===== src/hw/rtl/jsfe_pkg.sv =====
// Package for the JSON string field extractor: types, codes and character constants.
`default_nettype none

package jsfe_pkg;

    // Default size of the key that the search window supports.
    localparam int MAX_KEY_BYTES_DEF = 16;

    // Key bytes held in the two 64-bit key registers.
    localparam int KEY_REG_BYTES = 16;

    // Result queue depth and the most results that one document byte causes.
    localparam int FIFO_DEPTH   = 8;
    localparam int RES_PER_ITEM = 3;

    // Configuration register indexes.
    localparam logic [1:0] REG_KEY_LO  = 2'd0;
    localparam logic [1:0] REG_KEY_HI  = 2'd1;
    localparam logic [1:0] REG_KEY_LEN = 2'd2;
    localparam logic [1:0] REG_SKIP    = 2'd3;

    // Characters used by the pattern and the unescaper.
    localparam logic [7:0] CH_QUOTE  = 8'h22;
    localparam logic [7:0] CH_BSLASH = 8'h5C;
    localparam logic [7:0] CH_COLON  = 8'h3A;
    localparam logic [7:0] CH_N      = 8'h6E;
    localparam logic [7:0] CH_T      = 8'h74;
    localparam logic [7:0] CH_R      = 8'h72;
    localparam logic [7:0] CH_LF     = 8'h0A;
    localparam logic [7:0] CH_TAB    = 8'h09;
    localparam logic [7:0] CH_CR     = 8'h0D;

    // Document phase.
    typedef enum logic [1:0] {
        PH_SKIP,
        PH_SEARCH,
        PH_VALUE,
        PH_DONE
    } t_phase;

    // Result kind.
    typedef enum logic [1:0] {
        KIND_BYTE = 2'd0,
        KIND_DONE = 2'd1,
        KIND_FAIL = 2'd2
    } t_kind;

    // One result item.
    typedef struct packed {
        logic [7:0] value_byte;
        t_kind      kind;
        logic       run_last;
    } t_result;

endpackage : jsfe_pkg

`default_nettype wire


===== src/hw/rtl/json_string_field_extract_top.sv =====
// Top level of the JSON string field extractor: window search, unescaper and result queue.
//
//  Channel | Direction | Handshake          | Payload
//  --------+-----------+--------------------+-------------------------------------------
//  s_*     | in        | s_tvalid/s_tready  | s_tdata[7:0] doc_byte, s_tlast doc_end
//  m_*     | out       | m_tvalid/m_tready  | m_tdata[7:0] value_byte, m_tuser[1:0] kind,
//          |           |                    | m_tlast run_last
//  i_cfg_* | in        | i_cfg_we only      | i_cfg_index register, i_cfg_data value
//
// A document byte is registered when accepted and handled in the next cycle, where its
// zero to three results enter an eight-entry result queue; the first one is visible on
// the master side in the cycle after that.  A byte is taken in every cycle as long as the
// queue has room for the results of the byte in flight and the new one, so the rate is
// one byte per cycle while each byte yields at most one result; bytes that yield more
// are bounded by the one-result-per-cycle drain of the queue.  The synchronous reset
// clears the phase, counters, flags, key registers and the queue; no clearing pass runs.
// A stall on the master side fills the queue and then drops s_tready.
`default_nettype none

module json_string_field_extract_top
    import jsfe_pkg::*;
#(
    parameter int MAX_KEY_BYTES = MAX_KEY_BYTES_DEF
) (
    input  wire         i_clk,
    input  wire         i_rst_n,

    // Document byte stream.
    input  wire         s_tvalid,
    output logic        s_tready,
    input  wire  [7:0]  s_tdata,   // [7:0] doc_byte
    input  wire         s_tlast,   // doc_end

    // Result stream.
    output logic        m_tvalid,
    input  wire         m_tready,
    output logic [7:0]  m_tdata,   // [7:0] value_byte
    output logic [1:0]  m_tuser,   // [1:0] kind
    output logic        m_tlast,   // run_last

    // Configuration write port.
    input  wire         i_cfg_we,
    input  wire  [1:0]  i_cfg_index,
    input  wire  [63:0] i_cfg_data
);

    localparam int WIN    = MAX_KEY_BYTES + 4;
    localparam int CW     = $clog2(WIN + 1);
    localparam int KLW    = $clog2(MAX_KEY_BYTES + 1);
    localparam int KIDX_W = (MAX_KEY_BYTES > 1) ? $clog2(MAX_KEY_BYTES) : 1;
    localparam int FW     = $clog2(FIFO_DEPTH);

    // Configuration registers.
    logic [63:0]   r_key_lo;
    logic [63:0]   r_key_hi;
    logic [4:0]    r_key_len;
    logic [15:0]   r_search_skip;

    // Input register.
    logic          r_in_valid;
    logic [7:0]    r_in_byte;
    logic          r_in_end;

    // Document state.
    t_phase        r_phase, n_phase;
    logic [7:0]    r_win [WIN];
    logic [7:0]    n_win [WIN];
    logic [CW-1:0] r_win_cnt, n_win_cnt;
    logic [15:0]   r_skip_left, n_skip_left;
    logic          r_raw_bs, n_raw_bs;
    logic          r_esc, n_esc;

    // Result queue.
    t_result       r_fifo [FIFO_DEPTH];
    logic [FW-1:0] r_wr_ptr;
    logic [FW-1:0] r_rd_ptr;
    logic [FW:0]   r_count;

    // Window search signals.
    logic [8*KEY_REG_BYTES-1:0] w_key_regs;
    logic [7:0]     w_key [MAX_KEY_BYTES];
    logic [KLW-1:0] w_klen;
    logic [CW-1:0]  w_plen;
    logic [7:0]     w_shift [WIN];
    logic [CW-1:0]  w_cnt_inc;
    logic           w_match;

    // Results of the byte being handled.
    t_result        w_res [RES_PER_ITEM];
    logic [1:0]     w_res_n;

    logic           w_in_fire;
    logic           w_out_fire;
    logic [FW+1:0]  w_need;

    // Configuration writes.
    always_ff @(posedge i_clk) begin
        if (!i_rst_n) begin
            r_key_lo      <= '0;
            r_key_hi      <= '0;
            r_key_len     <= '0;
            r_search_skip <= '0;
        end else if (i_cfg_we) begin
            case (i_cfg_index)
                REG_KEY_LO:  r_key_lo      <= i_cfg_data;
                REG_KEY_HI:  r_key_hi      <= i_cfg_data;
                REG_KEY_LEN: r_key_len     <= i_cfg_data[4:0];
                REG_SKIP:    r_search_skip <= i_cfg_data[15:0];
                default: ;
            endcase
        end
    end

    // Input acceptance: room for the results of the byte in flight and of the new one.
    assign w_need = {1'b0, r_count}
                  + (r_in_valid ? (FW+2)'(RES_PER_ITEM) : '0)
                  + (FW+2)'(RES_PER_ITEM);
    assign s_tready  = (w_need <= (FW+2)'(FIFO_DEPTH));
    assign w_in_fire = s_tvalid & s_tready;

    always_ff @(posedge i_clk) begin
        if (!i_rst_n) begin
            r_in_valid <= 1'b0;
        end else begin
            r_in_valid <= w_in_fire;
        end
    end

    always_ff @(posedge i_clk) begin
        if (w_in_fire) begin
            r_in_byte <= s_tdata;
            r_in_end  <= s_tlast;
        end
    end

    // Key bytes; those beyond the two key registers read as zero.
    assign w_key_regs = {r_key_hi, r_key_lo};

    always_comb begin
        for (int i = 0; i < MAX_KEY_BYTES; i++) begin
            w_key[i] = (i < KEY_REG_BYTES) ? w_key_regs[8*(i%KEY_REG_BYTES) +: 8] : 8'h00;
        end
    end

    // Effective key and pattern lengths.
    assign w_klen = (int'(r_key_len) > MAX_KEY_BYTES) ? KLW'(MAX_KEY_BYTES)
                                                      : KLW'(r_key_len);
    assign w_plen = CW'(w_klen) + CW'(4);

    // Window after the current byte is shifted in, newest byte at position zero.
    always_comb begin
        w_shift[0] = r_in_byte;
        for (int j = 1; j < WIN; j++) begin
            w_shift[j] = r_win[j-1];
        end
        w_cnt_inc = (int'(r_win_cnt) < WIN) ? r_win_cnt + CW'(1) : r_win_cnt;
    end

    // Parallel compare of the shifted window against quote, key, quote, colon, quote.
    always_comb begin
        int         diff;
        logic [7:0] pat;
        logic       all_eq;
        all_eq = 1'b1;
        for (int j = 0; j < WIN; j++) begin
            diff = int'(w_klen) + 2 - j;
            if (j == 0) begin
                pat = CH_QUOTE;
            end else if (j == 1) begin
                pat = CH_COLON;
            end else if (j == 2) begin
                pat = CH_QUOTE;
            end else if (diff >= 0) begin
                pat = w_key[diff[KIDX_W-1:0]];
            end else begin
                pat = CH_QUOTE;
            end
            if ((j < int'(w_plen)) && (w_shift[j] != pat)) begin
                all_eq = 1'b0;
            end
        end
        w_match = all_eq && (w_cnt_inc >= w_plen);
    end

    // Byte handling: next state and the results of this byte.
    always_comb begin
        logic       do_search;
        logic [7:0] b;
        b           = r_in_byte;
        do_search   = 1'b0;
        n_phase     = r_phase;
        n_win       = r_win;
        n_win_cnt   = r_win_cnt;
        n_skip_left = r_skip_left;
        n_raw_bs    = r_raw_bs;
        n_esc       = r_esc;
        w_res_n     = 2'd0;
        for (int e = 0; e < RES_PER_ITEM; e++) begin
            w_res[e] = '{value_byte: 8'h00, kind: KIND_BYTE, run_last: 1'b0};
        end

        if (r_in_valid) begin
            case (r_phase)
                PH_SKIP: begin
                    if (r_skip_left < r_search_skip) begin
                        n_skip_left = r_skip_left + 16'd1;
                    end else begin
                        do_search = 1'b1;
                    end
                end
                PH_SEARCH: begin
                    do_search = 1'b1;
                end
                PH_VALUE: begin
                    if ((b == CH_QUOTE) && !r_raw_bs) begin
                        w_res[w_res_n] = '{value_byte: 8'h00, kind: KIND_DONE, run_last: 1'b0};
                        w_res_n        = w_res_n + 2'd1;
                        n_phase        = PH_DONE;
                        n_esc          = 1'b0;
                    end else if (r_esc) begin
                        n_esc = 1'b0;
                        w_res[w_res_n].kind = KIND_BYTE;
                        case (b)
                            CH_N:      w_res[w_res_n].value_byte = CH_LF;
                            CH_T:      w_res[w_res_n].value_byte = CH_TAB;
                            CH_R:      w_res[w_res_n].value_byte = CH_CR;
                            CH_QUOTE:  w_res[w_res_n].value_byte = CH_QUOTE;
                            CH_BSLASH: w_res[w_res_n].value_byte = CH_BSLASH;
                            default: begin
                                // Unknown escape: the backslash, then the byte itself.
                                w_res[w_res_n].value_byte = CH_BSLASH;
                                w_res_n = w_res_n + 2'd1;
                                w_res[w_res_n].value_byte = b;
                            end
                        endcase
                        w_res_n = w_res_n + 2'd1;
                    end else if (b == CH_BSLASH) begin
                        n_esc = 1'b1;
                    end else begin
                        w_res[w_res_n] = '{value_byte: b, kind: KIND_BYTE, run_last: 1'b0};
                        w_res_n        = w_res_n + 2'd1;
                    end
                    n_raw_bs = (b == CH_BSLASH);
                end
                PH_DONE: ;
                default: ;
            endcase

            if (do_search) begin
                n_phase   = PH_SEARCH;
                n_win     = w_shift;
                n_win_cnt = w_cnt_inc;
                if (w_match) begin
                    n_phase  = PH_VALUE;
                    n_raw_bs = 1'b0;
                    n_esc    = 1'b0;
                end
            end

            // Document end: report a missing or open value, then rearm.
            if (r_in_end) begin
                if (n_phase != PH_DONE) begin
                    w_res[w_res_n] = '{value_byte: 8'h00, kind: KIND_FAIL, run_last: 1'b0};
                    w_res_n        = w_res_n + 2'd1;
                end
                n_phase     = PH_SKIP;
                n_win_cnt   = '0;
                n_skip_left = '0;
                n_raw_bs    = 1'b0;
                n_esc       = 1'b0;
            end

            if (w_res_n != 2'd0) begin
                w_res[w_res_n - 2'd1].run_last = 1'b1;
            end
        end
    end

    // Document state registers.
    always_ff @(posedge i_clk) begin
        if (!i_rst_n) begin
            r_phase     <= PH_SKIP;
            r_win_cnt   <= '0;
            r_skip_left <= '0;
            r_raw_bs    <= 1'b0;
            r_esc       <= 1'b0;
        end else begin
            r_phase     <= n_phase;
            r_win_cnt   <= n_win_cnt;
            r_skip_left <= n_skip_left;
            r_raw_bs    <= n_raw_bs;
            r_esc       <= n_esc;
        end
    end

    // Window bytes carry no reset; only the fill count qualifies them.
    always_ff @(posedge i_clk) begin
        r_win <= n_win;
    end

    // Result queue: up to three writes per cycle, one read.
    assign w_out_fire = m_tvalid & m_tready;

    always_ff @(posedge i_clk) begin
        for (int e = 0; e < RES_PER_ITEM; e++) begin
            if (e < int'(w_res_n)) begin
                r_fifo[r_wr_ptr + FW'(e)] <= w_res[e];
            end
        end
    end

    always_ff @(posedge i_clk) begin
        if (!i_rst_n) begin
            r_wr_ptr <= '0;
            r_rd_ptr <= '0;
            r_count  <= '0;
        end else begin
            r_wr_ptr <= r_wr_ptr + FW'(w_res_n);
            if (w_out_fire) begin
                r_rd_ptr <= r_rd_ptr + FW'(1);
            end
            r_count <= r_count + (FW+1)'(w_res_n) - (FW+1)'(w_out_fire);
        end
    end

    // Master side driven from the queue head.
    assign m_tvalid = (r_count != '0);
    assign m_tdata  = r_fifo[r_rd_ptr].value_byte;
    assign m_tuser  = r_fifo[r_rd_ptr].kind;
    assign m_tlast  = r_fifo[r_rd_ptr].run_last;

endmodule : json_string_field_extract_top

`default_nettype wire


===== config.mk =====
export PLATFORM = sky130hd
export DESIGN_NAME = json_string_field_extract_top
export DESIGN_NICKNAME = d
export VERILOG_FILES = /design/src/hw/rtl/jsfe_pkg.sv /design/src/hw/rtl/json_string_field_extract_top.sv
export SDC_FILE = /design/constraint.sdc
export NUM_CORES = 1
export LEC_CHECK = 0
export BUFFER_PORTS_ARGS = -buffer_cell sky130_fd_sc_hd__buf_2
export CORE_ASPECT_RATIO = 0.6
export CORE_UTILIZATION = 57
export CTS_CLUSTER_SIZE = 28
export DETAILED_ROUTE_END_ITERATION = 8
export PLACE_DENSITY = 0.71
export SYNTH_ARGS = -nofsm -noshare
export SYNTH_HDL_FRONTEND = slang
export SYNTH_SLANG_ARGS = --single-unit

===== constraint.sdc =====
create_clock -name i_clk -period 15.55 [get_ports i_clk]
set_input_delay 0 -clock i_clk [delete_from_list [all_inputs] [get_ports i_clk]]
set_output_delay 0 -clock i_clk [all_outputs]
set_load 0.01 [all_outputs]

; ---- Word level (Yosys, flattened, before mapping)
; Memories as Yosys holds them, arrays and structs flattened. A register that Yosys moved wholly into a read port is not among the register bits.
; Index checks and enable logic that the tools add are counted.
[totals]
mem_count = 1
ff_bits = 346
mem_bits_rw = 88
output_inout_bits = 13
input_bits = 80
[mem_list]
columns = memory, words, word_bits, rd, rd_clocked_by_memory_dff, write_ports, line_no
row1 = r_fifo, 8, 11, 1, 1, 3, json_string_field_extract_top.sv:74  ; t_result r_fifo [FIFO_DEPTH];
[classes]
add_sub_neg = 32
order_cmp = 66
n_reduce_logical = 40
eq_ne = 31
muxes = 158
n_bitwise = 24
[ops]
columns = cell, count
row1 = $bmux W8 S4, 17
row2 = $ge A32 B1 Y1 const B, 16
row3 = $mux W8, 54
row4 = $sub A32 B5 Y32 const B, 8
row5 = $mux W33, 5
row6 = $ne A8 B8 Y1, 17
row7 = $sub A32 B4 Y32 const B, 4
row8 = $sub A32 B6 Y32 const B, 3
row9 = $ge A5 B5 Y1 const B, 17
row10 = $not A4 Y5, 17
row11 = $mux W16, 3
row12 = $demux W11 S2, 2
row13 = $mux W1, 43
row14 = $lt A4 B5 Y1 const A, 8
row15 = $mux W19, 2
row16 = $mux W2, 19
row17 = $bwmux W33, 1
row18 = $mux W11, 3
row19 = $eq A8 B7 Y1 const B, 4
row20 = $sub A32 B3 Y32 const B, 1
row21 = $and A30 B30 Y30, 1
row22 = $not A30 Y30, 1
row23 = $pmux W7 S4, 1
row24 = $logic_and A1 B1 Y1, 24
row25 = other kinds (47), 80

; ---- Longest topological paths before layout
[depth]
word_depth = 45
mapped_depth = 25
mapped_depth_nobuf = 17

; ---- Worst setup path before layout
; No wires, ideal clock.
[synth_timing]
path_kind = reg-to-reg
startpoint = register r_key_len[4]
endpoint = register r_esc
setup_ps = 116
slack_ps = 10485
period_less_slack_ps = 5065
path_stages_with_launch = 23
required_ps = 15434
arrival_time_ps = 4949
cell_sequence = dfxtp_1 buf_6 nand2b_1 buf_2 buf_1 ha_1 buf_2 clkinv_1 clkbuf_1 clkbuf_1 ha_1 clkbuf_1 inv_1 clkbuf_1 o21ai_0 a221oi_1 xnor2_1 nor4_1 a32o_1 o2111ai_1 a211oi_1 a21oi_2 a41o_1
[synth_between]
elab_chain_len = 32
[synth_lines]
columns = item, line_no
row1 = from (decl), json_string_field_extract_top.sv:56  ; logic [4:0] r_key_len;
row2 = from (signal assigned), json_string_field_extract_top.sv:107  ; REG_KEY_LEN: r_key_len <= i_cfg_data[4:0];
row3 = $gt A5 B5 Y1, json_string_field_extract_top.sv:146  ; assign w_klen = (int'(r_key_len) > MAX_KEY_BYTES) ? KLW'(MAX_KEY_BYTES)
row4 = $mux W5 (*), json_string_field_extract_top.sv:146
row5 = branches (longest 26 deep; another with $sub A32 B3 Y32), --
row6 = $logic_and A1 B1 Y1 (*), json_string_field_extract_top.sv:182  ; w_match = all_eq && (w_cnt_inc >= w_plen);
row7 = $mux W1 (*), json_string_field_extract_top.sv:253  ; if (w_match) begin
row8 = $mux W1 (*), json_string_field_extract_top.sv:249  ; if (do_search) begin
row9 = $mux W1 (*), json_string_field_extract_top.sv:261  ; if (r_in_end) begin
row10 = to (signal assigned), json_string_field_extract_top.sv:292  ; r_esc <= n_esc;
row11 = to (decl), json_string_field_extract_top.sv:71  ; logic r_esc, n_esc;
; Every way passes the cells marked *. The select of a mux whose other input is x is not followed.
; A chain may end at the register's enable or synchronous reset.

; ---- Final worst setup path
[layout_timing]
startpoint = register r_key_len[0]
endpoint = register r_esc
; The elaborated chain is that of the path after synthesis.

==> flow_summary.json <==
{
  "hold_start": "i_cfg_we",
  "rows": 63,
  "cp_slowest_cell": "ha_4",
  "dr.pass1.iters": 7,
  "fin_crit_ns": 6.956,
  "numClockSinks": 437,
  "rrSetupSlack_ns": 8.59,
  "grt_max_degree": 111,
  "slew_headroom_pct": 8.071,
  "setup_tns_ns": 0,
  "synth_edf_count": 249,
  "clkTransAtPathRegs_ns": 0.07,
  "viasPerCell": 7.199,
  "cellPowerDensity_mw_per_mm2": 100.8,
  "gr-total-overflow": 0,
  "dp_hpwl_mm": 89.75,
  "synth_ff_type": "edfxtp_1",
  "vias": 26120,
  "r2r_end": "r_esc",
  "cts_max_level": 2,
  "path_class": "reg -> reg",
  "cts_tree": "yes",
  "avgRoutedWirePerCell_um": 32.39,
  "synth_seq_area_share_pct": 39.19,
  "antenna_found_initial": 2,
  "synthDistinctLibCells": 94,
  "core_mm2": 0.04950,
  "areaGrowthSynthToFinish_pct": 10.19,
  "die_width_um": 291.6,
  "grt_pass1_wl_mm": 165.6,
  "n_antenna_cell": 0,
  "drive_above_1_share_pct": 12.96,
  "drtIter0Drc": 4369,
  "worstPathCellList": "nand2b_2, buf_4, ha_4, buf_4, mux2i_1, mux4_2, a22oi_1, xor2_1, nor4_1, a22oi_1, a311oi_1, nand4_1, nor4b_4, a21oi_2, a41o_1",
  "ioPinCount": 93,
  "dieArea_mm2": 0.05125,
  "crit_arrival_ns": 7.42,
  "cts_buffers": 41,
  "maxCapViolations": 0,
  "clk_path_buf_depth": 3,
  "grt_pass1_vias": 23340,
  "finalWirelength_mm": 117.5,
  "multiInputGateArea_mm2": 0.01629,
  "synthCells": 2886,
  "setup_violations": 0,
  "synth-async-reset-ratio_pct": 0,
  "fillers": 3931,
  "place_congestion": 1.117,
  "start_util_pct": 57.94,
  "final_max_slew_viol_count": 0,
  "die_y_um": 175.8,
  "clock_latency_ns": 0.58,
  "hold_path_depth": 4,
  "critPathRequiredTime_ns": 16.01,
  "netlist_area_mm2": 0.02868,
  "r2r_start": "r_key_len[0]",
  "p_leak_uw": 0.01067,
  "worst_pin_slew_ns": 1.361,
  "io_buffers": 92,
  "hold_class": "in -> reg",
  "fin_worst_skew_ns": 0.01505,
  "root_buffer": "clkbuf_16",
  "hold_end": "r_key_len[1]",
  "postSynthRegisterBits": 437,
  "drc_errors": 0,
  "endpoint_kind": "flip-flop",
  "syn-num-nets": 3020,
  "avgSynthCellArea_um2": 9.938,
  "rr_worst_depth": 15,
  "postLayoutCellArea_mm2": 0.03160,
  "run_status": "finished, final reports clean",
  "startpoint_type": "flip-flop",
  "crit_fanout": 66,
  "grt_usage_pct": 44.80,
  "rsz0062_at_grt": "no",
  "final_nets": 3080,
  "peakVddDrop_mv": 0.09782,
  "seqCellArea_mm2": 0.01125,
  "ys.warnings.count": 0,
  "post_cts_buffers": 0,
  "placed_area_mm2": 0.02950,
  "finalHoldViolCount": 0,
  "period_share_pct": 44.74,
  "crit_path_max_incr_delay_ns": 1.05,
  "drtAntennaViolNets": 0,
  "fmax_ghz": 0.1438
}
-- cell usage after synthesis (9+ instances only) --
master     number  area share [%]
nand2_1       423             5.5
mux2i_1       265             9.2
edfxtp_1      249              26
dfxtp_1       188              13
a21boi_0      154             4.0
nor2_1        144             1.9
clkbuf_1      121             1.6
mux4_2         97             7.6
o21ai_0        96             1.7
a21oi_1        89             1.6
inv_1          70            0.92
xnor2_1        62             1.9
xor2_1         62             1.9
o22ai_1        56             1.2
nand3_1        54            0.94
ha_1           51             2.2
buf_2          45            0.79
mux2_2         38             1.5
nand4_1        37            0.81
a22oi_1        36            0.94
and2_1         36            0.79
nor3_1         32            0.56
nor3b_1        28            0.73
nor4_1         27            0.59
nor2b_1        26            0.57
o32ai_1        25            0.76
nand2b_1       22            0.48
o211ai_1       20            0.52
a211oi_1       18            0.47
a21o_1         18            0.47
buf_4          17            0.44
or3_1          17            0.37
and3_1         16            0.35
buf_1          15            0.20
o221ai_1       13            0.40
a2bb2oi_1      12            0.37
nor4b_1        12            0.37
a221oi_1       11            0.34
a32oi_1        11            0.34
a211o_1        10            0.31
o2111ai_1      10            0.31
o22a_1         10            0.31
a2111oi_0       9            0.27
-- where the power goes --
part / internal (µW) / total [µW] / switching (µW)
clock: 554 / 1020 / 465
combinational: 280 / 702 / 422
sequential: 1330 / 1470 / 137
total: 2160 / 3190 / 1020
-- per-stage QoR --
| step | worst slack (ns) | std cells | utilization (%) | hold WS, ns | power [µW] |
|---|---|---|---|---|---|
| after CTS | 8.982 | 3628 | 63.84 | 0.1130 | 3141 |
| final | 8.594 | 3628 | 63.84 | 0.1363 | 3187 |
| after detailed placement | 8.991 | 3475 | 59.60 | 0.1781 | 2129 |
| after global placement | 9.159 | 3475 | 59.60 | 0.1781 | 2107 |
| after global routing | 8.423 | 3628 | 63.84 | 0.1441 | 3262 |
| after floorplan | 10.48 | 2886 | - | 0.09887 | 1870 |
-- cell type report --
class	count	area share (%)
multi-input cells	2166	51.55
repair buffers	222	5.171
clock inverters	19	0.5503
clock buffers	56	3.623
inverters	78	0.9502
well taps	650	2.573
flip-flops and latches	437	35.58
-- sequential cells by signal (all words and copies together), names as in the netlist, named ones only --
| signal | cells |
|---|---|
| r_win | 152 |
| r_fifo | 88 |
| r_key_hi | 64 |
| r_key_lo | 64 |
| r_search_skip | 16 |
| r_skip_left | 16 |
| r_in_byte | 8 |
| r_key_len | 5 |
| r_win_cnt | 5 |
| r_count | 4 |
| r_rd_ptr | 3 |
| r_wr_ptr | 3 |
| r_phase | 2 |
| r_esc | 1 |
| r_in_end | 1 |
| r_in_valid | 1 |
| r_raw_bs | 1 |
-- worst max-delay path: cells and delay by family (launching register included) --
family | cells | cell delay, ns
XOR/XNOR | 1 | 0.12
AO/OA/AOI/OAI | 5 | 1.06
multiplexers | 2 | 0.80
adder cells (fa/ha/maj) | 1 | 1.05
buffers and inverters | 2 | 1.37
AND/OR/NAND/NOR | 4 | 1.47
flip-flops | 1 | 0.80
-- cells in the final DEF, fill, tap and decap left out, types with 56 or more instances in the layout --
master,netlist,final
buf_2,45,91
nor2_1,144,143
dlygate4sd3_1,0,78
edfxtp_1,249,249
mux4_2,97,97
o21ai_0,96,96
xnor2_1,62,60
dfxtp_1,188,186
a21oi_1,89,88
o22ai_1,56,56
a21boi_0,154,154
mux2i_1,265,265
inv_1,70,69
xor2_1,62,60
nand2_1,423,423
-- layer usage --
metal | GRT usage, % | routed length (µm) | vias to the layer above
met2 | 55.16 | 42160 | 2173
met4 | 8.838 | 2990 | 6
met5 | 2.533 | 217 | -
li1 | - | - | 10960
met1 | 66.59 | 49170 | 12700
met3 | 24.53 | 22980 | 271
-- cells by family (layout without fill, tap and decap cells) --
family          count (synthesis)  after routing  share of synthesized area (%)
compound gates                673            673                          16.63
buf+inv                       283            375                          4.315
mux                           400            400                          18.36
simple gates                  914            914                          15.23
xor+xnor                      125            125                          3.843
flops                         437            437                          39.19
fa+ha+maj                      54             54                          2.434
-- how the worst max path moves through the flow --
stage                 start  endpoint  slack, ns  cells after the start
5_1_grt        r_key_len[0]     r_esc       8.42                     15
3_5_place_dp   r_key_len[0]     r_esc       8.99                     15
3_3_place_gp   r_key_len[0]     r_esc       9.16                     15
6_report       r_key_len[0]     r_esc       8.59                     15
4_1_cts        r_key_len[0]     r_esc       8.98                     15
2_1_floorplan  r_key_len[4]     r_esc      10.48                     22
-- timing repair --
item	4_1_cts	5_1_grt
hold buffers	78	0
gates resized for setup	0	0
hold endpoints to repair	180	0
Note: power is estimated with default switching activity, not from simulation.
